File: src/rtl/core/grm_pkg.sv
// ----------------------------------------------------------------------------
// grm_pkg: shared types, constants and trig tables of the grid ray marcher
// Holds the beat formats, the sequencer states, the Q1.14 sine and cosine
// quadrant tables (built at elaboration) and the small divide helpers.
// ----------------------------------------------------------------------------
`default_nettype none

package grm_pkg;

	localparam int MAP_SIDE    = 16;
	localparam int STEP_COUNT  = 380;
	localparam int ANGLE_STEPS = 720;

	localparam int MAP_CELLS = MAP_SIDE * MAP_SIDE;
	localparam int MAP_AW    = $clog2(MAP_CELLS);
	localparam int K_W       = $clog2(STEP_COUNT + 1);
	localparam int LAST_K    = STEP_COUNT - 1;

	localparam logic [7:0] SPACE_CODE = 8'd32;

	localparam int DIST_DEN  = 20;
	localparam int POS_MUL   = 80;
	localparam int CELL_UNIT = 327680;
	localparam int CELL_DIV  = CELL_UNIT / 65536;
	localparam int TEX_WIDTH = 65;
	localparam int TEX_MUL   = TEX_WIDTH * 65536 / CELL_UNIT;

	localparam int Q_W        = 10;
	localparam int COL_W      = Q_W - 2;
	localparam int XS_W       = Q_W + 17;
	localparam int FRAC_W     = 19;
	localparam int DIV5_MUL   = 205;
	localparam int DIV5_SHIFT = 10;

	localparam logic signed [XS_W-1:0] MAP_LIMIT = XS_W'(MAP_SIDE * CELL_UNIT);

	localparam int ANGLE_IN_W  = 10;
	localparam int ANGLE_WRAPS = (2 ** ANGLE_IN_W - 1) / ANGLE_STEPS;
	localparam int AMOD_W      = 13;
	localparam int ANG_W       = $clog2(ANGLE_STEPS);
	localparam int QUAD_STEPS  = ANGLE_STEPS / 4;
	localparam int QI_W        = $clog2(QUAD_STEPS);
	localparam int TRIG_W      = 15;
	localparam int TRIG_ONE    = 16384;
	localparam int TRIG_LAT    = 3;
	localparam int CNT_W       = $clog2(TRIG_LAT);

	localparam logic [63:0] HALF_PI_Q30 = 64'd1686629713;

	typedef enum logic {
		REQ_WRITE = 1'b0,
		REQ_CAST  = 1'b1
	} req_kind_t;

	typedef enum logic [1:0] {
		ST_WALL  = 2'd0,
		ST_NONE  = 2'd1,
		ST_LEFT  = 2'd2,
		ST_WRITE = 2'd3
	} status_t;

	typedef struct packed {
		req_kind_t   req_type;
		logic [7:0]  cell_index;
		logic [7:0]  cell_code;
		logic [15:0] pos_x;
		logic [15:0] pos_y;
		logic [9:0]  ray_angle;
	} req_t;

	typedef struct packed {
		status_t    status;
		logic [8:0] step_index;
		logic [7:0] hit_code;
		logic [6:0] texture_column;
	} res_t;

	typedef enum logic [2:0] {
		FSM_IDLE,
		FSM_TRIG,
		FSM_INIT,
		FSM_MARCH,
		FSM_DONE
	} fsm_t;

	typedef struct packed {
		logic signed [15:0] sn;
		logic signed [15:0] cs;
	} trig_t;

	typedef struct packed {
		logic init;
		logic adv;
	} step_ctl_t;

	typedef struct packed {
		logic              oob;
		logic [MAP_AW-1:0] addr;
		logic [K_W-1:0]    k;
		logic [FRAC_W-1:0] frac;
	} point_t;

	typedef struct packed {
		logic              en;
		logic [MAP_AW-1:0] addr;
		logic [7:0]        data;
	} map_wr_t;

	typedef logic [TRIG_W-1:0] trig_tab_t [QUAD_STEPS];

	// floor(v / 5) for any Q_W-bit value
	function automatic logic [COL_W-1:0] div5(input logic [Q_W-1:0] v);
		logic [Q_W+7:0] p;
		p = (Q_W + 8)'(v) * (Q_W + 8)'(DIV5_MUL);
		return p[Q_W+7:DIV5_SHIFT];
	endfunction

	function automatic logic [63:0] sin_div(input logic [63:0] t, input int n);
		logic [63:0] r;
		case (n)
			1:       r = t / 64'd6;
			2:       r = t / 64'd20;
			3:       r = t / 64'd42;
			4:       r = t / 64'd72;
			5:       r = t / 64'd110;
			default: r = '0;
		endcase
		return r;
	endfunction

	function automatic logic [63:0] cos_div(input logic [63:0] t, input int n);
		logic [63:0] r;
		case (n)
			1:       r = t / 64'd2;
			2:       r = t / 64'd12;
			3:       r = t / 64'd30;
			4:       r = t / 64'd56;
			5:       r = t / 64'd90;
			6:       r = t / 64'd132;
			default: r = '0;
		endcase
		return r;
	endfunction

	// taylor series per quadrant step, rounded to q1.14
	function automatic trig_tab_t build_trig(input logic want_cos);
		trig_tab_t   tab;
		logic [63:0] x;
		logic [63:0] x2;
		logic [63:0] term;
		longint      sum;
		int          i;
		int          n;
		for (i = 0; i < QUAD_STEPS; i++) begin
			x  = (64'(4 * i) * HALF_PI_Q30) / 64'(ANGLE_STEPS);
			x2 = (x * x) >> 30;
			if (want_cos) begin
				term = 64'd1 << 30;
				sum  = longint'(term);
				for (n = 1; n <= 6; n++) begin
					term = cos_div((term * x2) >> 30, n);
					if (n % 2 == 1) sum = sum - longint'(term);
					else sum = sum + longint'(term);
				end
			end else begin
				term = x;
				sum  = longint'(term);
				for (n = 1; n <= 5; n++) begin
					term = sin_div((term * x2) >> 30, n);
					if (n % 2 == 1) sum = sum - longint'(term);
					else sum = sum + longint'(term);
				end
			end
			if (sum < 0) sum = 0;
			tab[i] = TRIG_W'((sum + 32768) >>> 16);
		end
		return tab;
	endfunction

	localparam trig_tab_t SIN_TAB = build_trig(1'b0);
	localparam trig_tab_t COS_TAB = build_trig(1'b1);

endpackage

`default_nettype wire

File: src/rtl/core/grm_map.sv
// ----------------------------------------------------------------------------
// grm_map: map store of cell codes
// One write port, one registered read port. Per-entry valid bits make an
// entry that was never written read back as a space.
// ----------------------------------------------------------------------------
`default_nettype none

module grm_map (
	input  wire logic                      clk,
	input  wire logic                      arst_n,
	input  wire grm_pkg::map_wr_t          wr,
	input  wire logic [grm_pkg::MAP_AW-1:0] raddr,
	output logic [7:0]                     rdata
);

	logic [7:0]                    mem_q [grm_pkg::MAP_CELLS];
	logic [grm_pkg::MAP_CELLS-1:0] vld_q;
	logic [7:0]                    rdata_q;
	logic                          rvld_q;

	always_ff @(posedge clk) begin
		if (wr.en) begin
			mem_q[wr.addr] <= wr.data;
		end
		rdata_q <= mem_q[raddr];
	end

	always_ff @(posedge clk or negedge arst_n) begin
		if (!arst_n) begin
			vld_q  <= '0;
			rvld_q <= 1'b0;
		end else begin
			if (wr.en) begin
				vld_q[wr.addr] <= 1'b1;
			end
			rvld_q <= vld_q[raddr];
		end
	end

	assign rdata = rvld_q ? rdata_q : grm_pkg::SPACE_CODE;

endmodule

`default_nettype wire

File: src/rtl/core/grm_trig.sv
// ----------------------------------------------------------------------------
// grm_trig: ray angle to q1.14 sine and cosine
// Three stages: angle wrap, quadrant split, table lookup with quadrant fold.
// ----------------------------------------------------------------------------
`default_nettype none

module grm_trig (
	input  wire logic       clk,
	input  wire logic [9:0] angle,
	output grm_pkg::trig_t  trig
);

	logic [grm_pkg::AMOD_W-1:0] a_wide;
	logic [grm_pkg::ANG_W-1:0]  a_s1;
	logic [1:0]                 quad;
	logic [grm_pkg::ANG_W-1:0]  base;
	logic [1:0]                 quad_s2;
	logic [grm_pkg::QI_W-1:0]   idx_s2;
	logic signed [15:0]         s0;
	logic signed [15:0]         c0;
	grm_pkg::trig_t             trig_d;
	grm_pkg::trig_t             trig_s3;

	always_comb begin
		a_wide = grm_pkg::AMOD_W'(angle);
		for (int i = 0; i < grm_pkg::ANGLE_WRAPS; i++) begin
			if (a_wide >= grm_pkg::AMOD_W'(grm_pkg::ANGLE_STEPS)) begin
				a_wide = a_wide - grm_pkg::AMOD_W'(grm_pkg::ANGLE_STEPS);
			end
		end
	end

	always_comb begin
		if (a_s1 >= grm_pkg::ANG_W'(3 * grm_pkg::QUAD_STEPS)) begin
			quad = 2'd3;
			base = grm_pkg::ANG_W'(3 * grm_pkg::QUAD_STEPS);
		end else if (a_s1 >= grm_pkg::ANG_W'(2 * grm_pkg::QUAD_STEPS)) begin
			quad = 2'd2;
			base = grm_pkg::ANG_W'(2 * grm_pkg::QUAD_STEPS);
		end else if (a_s1 >= grm_pkg::ANG_W'(grm_pkg::QUAD_STEPS)) begin
			quad = 2'd1;
			base = grm_pkg::ANG_W'(grm_pkg::QUAD_STEPS);
		end else begin
			quad = 2'd0;
			base = '0;
		end
	end

	always_comb begin
		s0 = $signed({1'b0, grm_pkg::SIN_TAB[idx_s2]});
		c0 = $signed({1'b0, grm_pkg::COS_TAB[idx_s2]});
		unique case (quad_s2)
			2'd0: begin
				trig_d.sn = s0;
				trig_d.cs = c0;
			end
			2'd1: begin
				trig_d.sn = c0;
				trig_d.cs = -s0;
			end
			2'd2: begin
				trig_d.sn = -s0;
				trig_d.cs = -c0;
			end
			default: begin
				trig_d.sn = -c0;
				trig_d.cs = s0;
			end
		endcase
	end

	always_ff @(posedge clk) begin
		a_s1    <= grm_pkg::ANG_W'(a_wide);
		quad_s2 <= quad;
		idx_s2  <= grm_pkg::QI_W'(a_s1 - base);
		trig_s3 <= trig_d;
	end

	assign trig = trig_s3;

endmodule

`default_nettype wire

File: src/rtl/core/grm_step.sv
// ----------------------------------------------------------------------------
// grm_step: shared march step unit
// Holds the current sample point, advances it by one direction vector per
// step and decodes it into bounds status, map address and x fraction.
// ----------------------------------------------------------------------------
`default_nettype none

module grm_step (
	input  wire logic              clk,
	input  wire grm_pkg::step_ctl_t ctl,
	input  wire logic [15:0]       pos_x,
	input  wire logic [15:0]       pos_y,
	input  wire grm_pkg::trig_t    trig,
	output grm_pkg::point_t        pt
);

	logic signed [grm_pkg::XS_W-1:0] xs_q;
	logic signed [grm_pkg::XS_W-1:0] ys_q;
	logic [grm_pkg::K_W-1:0]         k_q;
	logic signed [grm_pkg::XS_W-1:0] csx;
	logic signed [grm_pkg::XS_W-1:0] snx;
	logic signed [grm_pkg::XS_W-1:0] x0;
	logic signed [grm_pkg::XS_W-1:0] y0;
	logic [grm_pkg::Q_W-1:0]         xq;
	logic [grm_pkg::Q_W-1:0]         yq;
	logic [grm_pkg::COL_W-1:0]       colx;
	logic [grm_pkg::COL_W-1:0]       rowy;
	logic [grm_pkg::Q_W-1:0]         rem_x;

	always_comb begin
		csx = grm_pkg::XS_W'(trig.cs);
		snx = grm_pkg::XS_W'(trig.sn);
		x0  = grm_pkg::XS_W'(pos_x) * grm_pkg::XS_W'(grm_pkg::POS_MUL)
			+ csx * grm_pkg::XS_W'(grm_pkg::DIST_DEN);
		y0  = grm_pkg::XS_W'(pos_y) * grm_pkg::XS_W'(grm_pkg::POS_MUL)
			+ snx * grm_pkg::XS_W'(grm_pkg::DIST_DEN);
	end

	always_ff @(posedge clk) begin
		if (ctl.init) begin
			xs_q <= x0;
			ys_q <= y0;
			k_q  <= '0;
		end else if (ctl.adv) begin
			xs_q <= xs_q + csx;
			ys_q <= ys_q + snx;
			k_q  <= k_q + 1'b1;
		end
	end

	always_comb begin
		xq    = xs_q[grm_pkg::XS_W-2:16];
		yq    = ys_q[grm_pkg::XS_W-2:16];
		colx  = grm_pkg::div5(xq);
		rowy  = grm_pkg::div5(yq);
		rem_x = xq - grm_pkg::Q_W'(colx) * grm_pkg::Q_W'(grm_pkg::CELL_DIV);

		pt.oob  = xs_q[grm_pkg::XS_W-1] | ys_q[grm_pkg::XS_W-1]
			| (xs_q >= grm_pkg::MAP_LIMIT) | (ys_q >= grm_pkg::MAP_LIMIT);
		pt.addr = grm_pkg::MAP_AW'(rowy) * grm_pkg::MAP_AW'(grm_pkg::MAP_SIDE)
			+ grm_pkg::MAP_AW'(colx);
		pt.k    = k_q;
		pt.frac = {rem_x[2:0], xs_q[15:0]};
	end

endmodule

`default_nettype wire

File: src/rtl/core/grid_ray_march_top.sv
// ----------------------------------------------------------------------------
// grid_ray_march_top: fixed-step ray marcher over a grid map of cell codes
// Write beats store one map cell; cast beats march one ray and report the
// first non-space cell, leaving the map, or no wall in range.
// ----------------------------------------------------------------------------
// write beat: result registered in the done state once the output is not stalled
// cast beat stopping at step k: trig, init and march states, then done, with
//   one map read per step through the shared step unit
// a beat of either kind holds the input side until the sequencer is back in idle
// reset clears the sequencer and the map valid bits: every cell reads as
//   a space right after reset, no clearing pass
`default_nettype none

module grid_ray_march_top (
	input  wire logic          clk,
	input  wire logic          arst_n,
	input  wire logic          req_valid,
	output logic               req_stall,
	input  wire grm_pkg::req_t req,
	output logic               res_valid,
	input  wire logic          res_stall,
	output grm_pkg::res_t      res
);

	grm_pkg::fsm_t              state_q;
	grm_pkg::fsm_t              state_d;
	logic [grm_pkg::CNT_W-1:0]  cnt_q;
	logic [9:0]                 ang_q;
	logic [15:0]                posx_q;
	logic [15:0]                posy_q;
	grm_pkg::res_t              pend_q;
	grm_pkg::res_t              res_q;
	logic                       res_valid_q;
	logic                       vld_s1;
	grm_pkg::point_t            pt_s1;

	grm_pkg::trig_t             trig;
	grm_pkg::point_t            pt;
	grm_pkg::step_ctl_t         step_ctl;
	grm_pkg::map_wr_t           map_wr;
	logic [7:0]                 code;
	grm_pkg::res_t              fin;
	logic [22:0]                tex_prod;
	logic                       accept;
	logic                       is_write;
	logic                       stop_left;
	logic                       stop_hit;
	logic                       stop_none;
	logic                       stop;
	logic                       issue;
	logic                       res_load;

	grm_trig u_trig (
		.clk   (clk),
		.angle (ang_q),
		.trig  (trig)
	);

	grm_step u_step (
		.clk   (clk),
		.ctl   (step_ctl),
		.pos_x (posx_q),
		.pos_y (posy_q),
		.trig  (trig),
		.pt    (pt)
	);

	grm_map u_map (
		.clk    (clk),
		.arst_n (arst_n),
		.wr     (map_wr),
		.raddr  (pt.addr),
		.rdata  (code)
	);

	always_comb begin
		req_stall = (state_q != grm_pkg::FSM_IDLE);
		accept    = req_valid && !req_stall;
		is_write  = (req.req_type == grm_pkg::REQ_WRITE);

		stop_left = vld_s1 && pt_s1.oob;
		stop_hit  = vld_s1 && !pt_s1.oob && (code != grm_pkg::SPACE_CODE);
		stop_none = vld_s1 && !pt_s1.oob && (code == grm_pkg::SPACE_CODE)
			&& (pt_s1.k == grm_pkg::K_W'(grm_pkg::LAST_K));
		stop      = stop_left || stop_hit || stop_none;
		issue     = (state_q == grm_pkg::FSM_MARCH) && !stop
			&& (pt.k < grm_pkg::K_W'(grm_pkg::STEP_COUNT));

		step_ctl.init = (state_q == grm_pkg::FSM_INIT);
		step_ctl.adv  = issue;

		map_wr.en   = accept && is_write
			&& (32'(req.cell_index) < 32'(grm_pkg::MAP_CELLS));
		map_wr.addr = grm_pkg::MAP_AW'(req.cell_index);
		map_wr.data = req.cell_code;

		tex_prod = 23'(pt_s1.frac) * 23'(grm_pkg::TEX_MUL);

		fin = '0;
		if (state_q == grm_pkg::FSM_IDLE) begin
			fin.status = grm_pkg::ST_WRITE;
		end else if (stop_left) begin
			fin.status     = grm_pkg::ST_LEFT;
			fin.step_index = 9'(pt_s1.k);
		end else if (stop_hit) begin
			fin.status         = grm_pkg::ST_WALL;
			fin.step_index     = 9'(pt_s1.k);
			fin.hit_code       = code;
			fin.texture_column = tex_prod[22:16];
		end else begin
			fin.status = grm_pkg::ST_NONE;
		end

		res_load  = (state_q == grm_pkg::FSM_DONE) && (!res_valid_q || !res_stall);
		res_valid = res_valid_q;
		res       = res_q;
	end

	always_comb begin
		state_d = state_q;
		unique case (state_q)
			grm_pkg::FSM_IDLE: begin
				if (accept) begin
					state_d = is_write ? grm_pkg::FSM_DONE : grm_pkg::FSM_TRIG;
				end
			end
			grm_pkg::FSM_TRIG: begin
				if (cnt_q == grm_pkg::CNT_W'(grm_pkg::TRIG_LAT - 1)) begin
					state_d = grm_pkg::FSM_INIT;
				end
			end
			grm_pkg::FSM_INIT: begin
				state_d = grm_pkg::FSM_MARCH;
			end
			grm_pkg::FSM_MARCH: begin
				if (stop) begin
					state_d = grm_pkg::FSM_DONE;
				end
			end
			grm_pkg::FSM_DONE: begin
				if (res_load) begin
					state_d = grm_pkg::FSM_IDLE;
				end
			end
			default: begin
				state_d = grm_pkg::FSM_IDLE;
			end
		endcase
	end

	always_ff @(posedge clk or negedge arst_n) begin
		if (!arst_n) begin
			state_q     <= grm_pkg::FSM_IDLE;
			cnt_q       <= '0;
			res_valid_q <= 1'b0;
			vld_s1      <= 1'b0;
		end else begin
			state_q <= state_d;
			if (state_q == grm_pkg::FSM_TRIG) begin
				cnt_q <= cnt_q + 1'b1;
			end else begin
				cnt_q <= '0;
			end
			if (res_load) begin
				res_valid_q <= 1'b1;
			end else if (!res_stall) begin
				res_valid_q <= 1'b0;
			end
			vld_s1 <= issue;
		end
	end

	always_ff @(posedge clk) begin
		if (accept) begin
			ang_q  <= req.ray_angle;
			posx_q <= req.pos_x;
			posy_q <= req.pos_y;
		end
		if ((accept && is_write) || ((state_q == grm_pkg::FSM_MARCH) && stop)) begin
			pend_q <= fin;
		end
		if (res_load) begin
			res_q <= pend_q;
		end
		pt_s1 <= pt;
	end

	// march pipeline only carries points while marching
	assert property (@(posedge clk) disable iff (!arst_n)
		vld_s1 |-> (state_q == grm_pkg::FSM_MARCH))
		else $error("march point in flight outside the march state");

	// consecutive points in flight are consecutive steps
	assert property (@(posedge clk) disable iff (!arst_n)
		vld_s1 && $past(vld_s1) |-> (pt_s1.k == grm_pkg::K_W'($past(pt_s1.k) + 1'b1)))
		else $error("march step skipped or repeated");

	// direction vector components are each within one at march start
	assert property (@(posedge clk) disable iff (!arst_n)
		(state_q == grm_pkg::FSM_INIT) |->
			(trig.cs <= 16'sd16384) && (trig.cs >= -16'sd16384)
			&& (trig.sn <= 16'sd16384) && (trig.sn >= -16'sd16384))
		else $error("trig value out of q1.14 range");

	// a write beat always answers with write done
	assert property (@(posedge clk) disable iff (!arst_n)
		accept && is_write |=>
			(state_q == grm_pkg::FSM_DONE) && (pend_q.status == grm_pkg::ST_WRITE))
		else $error("write beat without write done result");

	// a new result only comes out of the done state
	assert property (@(posedge clk) disable iff (!arst_n)
		$rose(res_valid_q) |-> ($past(state_q) == grm_pkg::FSM_DONE))
		else $error("result raised outside the done state");

endmodule

`default_nettype wire

File: config.mk
export PLATFORM = sky130hd
export DESIGN_NAME = grid_ray_march_top
export DESIGN_NICKNAME = d
export VERILOG_FILES = /design/src/rtl/core/grm_pkg.sv /design/src/rtl/core/grm_map.sv /design/src/rtl/core/grm_trig.sv /design/src/rtl/core/grm_step.sv /design/src/rtl/core/grid_ray_march_top.sv
export SDC_FILE = /design/constraint.sdc
export NUM_CORES = 2
export LEC_CHECK = 0
export ABC_AREA = 1
export BUFFER_PORTS_ARGS = -buffer_cell sky130_fd_sc_hd__buf_2
export CORE_MARGIN = 2
export CORE_UTILIZATION = 35
export CTS_CLUSTER_DIAMETER = 100
export DETAILED_ROUTE_END_ITERATION = 10
export GPL_ROUTABILITY_DRIVEN = 1
export PLACE_DENSITY = 0.53
export SLEW_MARGIN = 40
export SYNTH_ARGS = -nofsm -noshare
export SYNTH_HDL_FRONTEND = slang
export SYNTH_HIERARCHICAL = 1
export SYNTH_SLANG_ARGS = --single-unit
export TNS_END_PERCENT = 50
File: constraint.sdc
create_clock -name clk -period 5.01 [get_ports clk]
set_input_delay 0.501 -clock clk [delete_from_list [all_inputs] [get_ports clk]]
set_output_delay 0.501 -clock clk [all_outputs]
set_load 0.02 [all_outputs]
=== After elaboration in Yosys (flattened, before gate mapping) ===
Memory sizes are Yosys's and may differ from the RTL's. A register that Yosys moved wholly into a read port is not among the register bits.
Index checks and enable logic that the tools add are counted.

* Register bits after elaboration: 502
* Memory bits (writable): 2,048
* Memory bits (read-only): 7,680
* Input bits: 63
* Output and inout port bits: 28
* Word-level logic and storage cells: 149
* Memories kept: 3

{| class="wikitable"
|+ Memory list
! name !! depth !! width !! read ports !! clocked after Yosys merged registers in !! write ports !! RTL line !! RTL
|-
| (no name shown) || 256 || 15 || 1 || 0 || 0 || grm_trig.sv:50 || <nowiki>s0 = $signed({1'b0, grm_pkg::SIN_TAB[idx_s2]});</nowiki>
|-
| (no name shown) || 256 || 15 || 1 || 0 || 0 || grm_trig.sv:51 || <nowiki>c0 = $signed({1'b0, grm_pkg::COS_TAB[idx_s2]});</nowiki>
|-
| u_map.mem_q || 256 || 8 || 1 || 1 || 1 || grm_map.sv:16 || <nowiki>logic [7:0] mem_q [grm_pkg::MAP_CELLS];</nowiki>
|}

* $add $sub $neg: 12
* Multiply operators: 8
* Magnitude comparators: 11
* Equal/unequal tests: 15
* Mux-type cells: 34
* Bitwise logic cells: 7
* Reductions and logical operators: 29

{| class="wikitable"
|+ Operators by type and width
! kind !! count
|-
| OR 256 bit || 1
|-
| 2-to-1 mux 27 bit || 4
|-
| case mux 32 bit (3 select lines) || 1
|-
| 2-to-1 mux 15 bit || 4
|-
| adder 23 x 27 -> 27 bit || 2
|-
| adder 27 x 16 -> 27 bit || 2
|-
| greater-or-equal comparator 27 x 24 -> 1 bit (second input constant) || 2
|-
| multiplier 27 x 3 -> 25 bit (second input constant) || 2
|-
| multiplier 16 x 3 -> 19 bit (second input constant) || 2
|-
| 2-to-1 mux 8 bit || 4
|-
| negator 15 -> 16 bit || 2
|-
| 2-to-1 mux 24 bit || 1
|-
| multiplier 19 x 4 -> 23 bit (second input constant) || 1
|-
| greater-or-equal comparator 10 bit (second input constant) || 2
|-
| 2-to-1 mux 10 bit || 2
|-
| less-than comparator 8 x 9 -> 1 bit (second input constant) || 2
|-
| multiplier 10 x 8 -> 18 bit (second input constant) || 1
|-
| 2-to-1 mux 3 bit || 5
|-
| case mux 3 bit (5 select lines) || 1
|-
| multiplier 10 x 8 -> 14 bit (second input constant) || 1
|-
| logical AND 1 bit || 12
|-
| greater-or-equal comparator 10 x 8 -> 1 bit (second input constant) || 1
|-
| greater-or-equal comparator 10 x 9 -> 1 bit (second input constant) || 1
|-
| subtractor 10 bit (second input constant) || 1
|-
| 35 further kinds || 59
|}

=== Logic depth before layout (Yosys ltp) ===
* Word-level depth: 10
* Depth in mapped cells: 34
* Mapped depth without buffers: 33

=== Cells and area by module ===
Netlist, hierarchy kept.

{| class="wikitable"
|+ By module, submodules not included
! module !! instances !! cells an instance !! area an instance (sq um) !! seq. area each (sq um)
|-
| grm_map || 1 || 8,101 || 94,489.4 || 68,090.3
|-
| grm_step || 1 || 2,072 || 14,437.6 || 1,801.7
|-
| grm_trig || 1 || 1,531 || 7,862.5 || 1,041.0
|-
| grid_ray_march_top || 1 || 533 || 5,876.9 || 3,578.4
|}

=== Worst setup path after synthesis ===
No wires, ideal clock.

* Path kind: flip-flop to flip-flop
* Start point: reg u_step/xs_q[24] (netlist name)
* End point: reg u_map.rvld_q
* Library setup time: 0.118 ns
* Data arrival time: 4.976 ns
* Required time: 4.892 ns
* Path slack: -0.084 ns
* Stages on the path, launching flop included: 29
* Path buffers: 1
* Clock period less this slack: 5.094 ns
* Cells stage by stage: edfxtp_1 inv_1 ha_1 inv_1 fa_1 inv_1 fa_1 inv_1 fa_1 inv_1 ha_1 a21oi_1 o21ai_0 o21bai_1 nand3_1 nand2_1 xor2_1 ha_1 nand3_1 nand2_1 xor2_1 xnor2_1 xnor2_1 nor2_1 nor2_1 buf_4 clkinv_1 nand2_1 nand2_1

{| class="wikitable"
|+ RTL lines
! item !! RTL line !! RTL
|-
| start: declaration || grm_step.sv:17 || <nowiki>logic signed [grm_pkg::XS_W-1:0] xs_q;</nowiki>
|-
| start signal: assignment || grm_step.sv:45 || <nowiki>xs_q <= xs_q + csx;</nowiki>
|-
| end signal: assignment || grm_map.sv:36 || <nowiki>rvld_q <= vld_q[raddr];</nowiki>
|-
| end: declaration || grm_map.sv:19 || <nowiki>logic rvld_q;</nowiki>
|}

==> run_results.csv <==
group,metric,value,unit
status,status,"finished, violations left",
status,violations,"negative setup slack",
cts,clock_path_buffers,4,
placed_design,hpwl,255,mm
route,wl,389,mm
logic_synthesis,synth_flop_cell,"edfxtp_1",
timing,max_slew_margin,0.406,
route,drt_pass1_iterations,6,
timing,worst_slack,-0.369,ns
logic_synthesis,synth_nets,12738,
grt,grt_pass1_vias,89304,
hold_path,hold_path_class,"primary input to register",
logic_synthesis,ys_types,65,
grt,grt_overflow,0,
critical_path,cp.arrival,6.16,ns
timing,period_minus_slack,5.38,ns
timing,fmax,0.186,GHz
cells_and_area,layout.cells.non_filler,17549,
floorplanning,die_w,596,µm
timing,drv_slew,0,
route,drtIter0Drc,9241,
cells_and_area,nNetsFinal,13202,
cells_and_area,drive_above_1_share,0.143,
cells_and_area,syn_to_final_growth,17.6,%
route,dr_total_vias,91874,
critical_path,endpoint_kind,"register",
floorplanning,io_pins,91,
route,viasPerCell,5.24,
cts,cts_tree,"yes",
floorplanning,rows,217,
timing,fin_worst_skew,0.0559,ns
timing,hold_viol_final,0,
logic_synthesis,async_reset_ff_frac,0.103,
timing,rsz0062_at_grt,"yes",
critical_path,crit_fanout,5,
route,wl_per_cell,22.2,µm
floorplanning,core-area,349000,µm²
critical_path,cp.required,5.79,ns
logic_synthesis,synth_area,123000,µm²
grt,grt_max_degree,129,
cts,path_clk_slew,0.06,ns
route,drc,0,
logic_synthesis,ys_ff_latch,2558,
floorplanning,dieArea,355000,µm²
cts,htree_levels,5,
logic_synthesis,synth_area_per_cell,10.0,µm²
timing,finalSetupViolCount,10,
job,max-cap-violations,0,
cts,insertion_delay,0.92,ns
floorplanning,initial_core_util,0.351,
placed_design,place_congestion,0.970,
logic_synthesis,yosysWarnings,6,
grt,antenna_found_initial,9,
logic_synthesis,ys_seq_area_frac,0.607,
critical_path,startpoint_type,"register",
timing,worst_pin_slew,0.888,ns
floorplanning,die_h,596,µm
cts,cts_num_sinks,2558,
placed_design,portBuffers,90,
placed_design,dp.cells,16913,
cts,numCtsBuffers,291,
logic_synthesis,synth_edf_count,2196,
critical_path,worstSetupPathType,"register to register",
cts,cts_root_buf,"clkbuf_16",
grt,grt_pass1_wl,581,mm
logic_synthesis,synthesis.instances,12237,
timing,min_period_over_period,1.07,
grt,track_usage,0.214,
route,ant_nets,0,
[Yosys cell counts, drive strengths merged (11+ instances only)]
cell type,count,area share
xnor2,38,0.0027
a21oi,326,0.013
inv,613,0.019
ha,379,0.039
dfrtp,264,0.054
clkbuf,110,0.0034
nand4,65,0.0033
xor2,70,0.0051
nor3,37,0.0016
a21o,17,0.0011
a21boi,11,0.00070
buf,530,0.027
nor2,634,0.020
fa,59,0.0096
nor4,12,0.00066
nand3,2625,0.11
a31oi,17,0.00087
edfxtp,2196,0.54
dfxtp,98,0.016
nand2,3532,0.11
or2,261,0.013
o21ai,250,0.011
o21bai,22,0.0014
[kinds of logic after synthesis]
logic type               share of synthesized area
AO/OA/AOI/OAI                               0.0309
XOR/XNOR                                   0.00777
adder cells (fa/ha/maj)                     0.0483
buffers and inverters                       0.0495
flip-flops                                   0.607
AND/OR/NAND/NOR                              0.256
[metrics by stage]
step / cell area, µm² / hold WS (ns) / TNS (ns) / util / setup slack [ns]
floorplan: 123000 / 0.205 / 0 / - / 0.00576
global placement: 132000 / 0.315 / -7.34 / 0.378 / -0.851
detailed placement: 132000 / 0.312 / -7.06 / 0.379 / -0.822
CTS: 144000 / 0.0319 / -2.75 / 0.412 / -0.328
global route: 144000 / 0.0721 / -5.59 / 0.413 / -0.624
finish: 144000 / 0.0692 / -2.96 / 0.413 / -0.369
[timing repair]
action                     in CTS  in global routing
hold buffers                   46                  1
pin swaps                      42                  2
gates resized for setup       191                 15
hold endpoints to repair      103                 18
gates cloned                   11                  0
buffers inserted               31                  4
setup endpoints to repair      10                 10
[worst max-delay path, stage by stage, from the launching register on]
cell and delay [ns]:
edfxtp_1 0.43, buf_4 0.16, buf_4 0.12, ha_1 0.22, inv_1 0.09, fa_1 0.42, inv_1 0.08, fa_1 0.40
inv_1 0.08, fa_1 0.42, inv_1 0.10, ha_4 0.22, a21oi_4 0.16, o21ai_2 0.07, o21bai_4 0.18, nand3_2 0.06
nand2_1 0.06, xor2_1 0.16, buf_4 0.15, fa_2 0.59, buf_12 0.14, bufbuf_16 0.28, buf_4 0.13, nand3_1 0.18
nand3_1 0.17, nand2_2 0.08, nand2_1 0.07, nand2_1 0.05
[final timing paths]
kind	start	end	slack [ns]	cells past startpoint
max in group asynchronous	arst_n	u_map/vld_q[244]	3.72	3
worst min-delay path	req[42]	u_map/mem_q[163][0]	0.07	1
worst min register to register	u_trig/a_s1[1]	u_trig/idx_s2[1]	0.32	0
worst max-delay path	u_step/xs_q[18]	u_map/rdata_q[3]	-0.37	27
worst max register to register	u_step/xs_q[18]	u_map/rdata_q[3]	-0.37	27
min in group asynchronous	arst_n	u_map/vld_q[189]	0.16	2
[state kept, by name, indices dropped and copies added, names as in the netlist]
| register | count |
|---|---|
| u_trig/a_s1 | 10 |
| u_step/xs_q | 27 |
| pend_q | 26 |
| cnt_q | 2 |
| u_step/k_q | 9 |
| posx_q | 16 |
| u_trig/trig | 32 |
| posy_q | 16 |
| u_map/vld_q | 256 |
| u_map/rvld_q | 1 |
| res_valid | 1 |
| vld_s1 | 1 |
| u_trig/idx_s2 | 8 |
| u_map/rdata_q | 8 |
| pt_s1 | 29 |
| res | 26 |
| ang_q | 10 |
| u_trig/quad_s2 | 2 |
| u_map/mem_q | 2048 |
| state_q | 3 |
| u_step/ys_q | 27 |
[routing by layer]
layer,vias up,track usage,share of wire
met2,3340,0.338,0.45
met5,-,0,0
met4,0,0.0747,0.036
met1,44759,0.304,0.44
li1,43118,-,-
met3,657,0.0276,0.069
[layout make-up]
type	count	area [µm²]
Fill cell	33784	205000
Tap cell	4599	5750
Timing Repair Buffer	810	8510
Sequential cell	2558	74500
Timing Repair inverter	1	8.76
Multi-Input combinational cell	8421	43500
Inverter	618	2400
Clock buffer	406	8130
Clock inverter	133	1390
Antenna cell	3	7.51
[cells in the final DEF, fill, tap and decap left out, types with 23 or more instances in the layout]
| cell | count |
|---|---|
| dlygate4sd3_1 | 47 |
| nor2_1 | 470 |
| nor2_2 | 158 |
| buf_2 | 81 |
| ha_1 | 366 |
| nand3_1 | 2549 |
| inv_2 | 28 |
| xor2_1 | 65 |
| o21ai_1 | 24 |
| xnor2_1 | 36 |
| o21ai_0 | 216 |
| buf_16 | 23 |
| clkinv_1 | 35 |
| nand3_4 | 31 |
| dfrtp_1 | 264 |
| a21oi_1 | 321 |
| clkbuf_8 | 31 |
| nor3_1 | 34 |
| buf_12 | 148 |
| fa_1 | 58 |
| nand3_2 | 45 |
| nand2_1 | 3454 |
| clkbuf_1 | 79 |
| or2_2 | 258 |
| clkbuf_16 | 296 |
| nand4_1 | 65 |
| clkinv_2 | 48 |
| nand2_2 | 64 |
| dfxtp_1 | 97 |
| edfxtp_1 | 2196 |
| buf_4 | 490 |
| inv_1 | 579 |
Power is not shown: default switching activity piles up to over one toggle a cycle in this logic, so the estimate is an artifact.
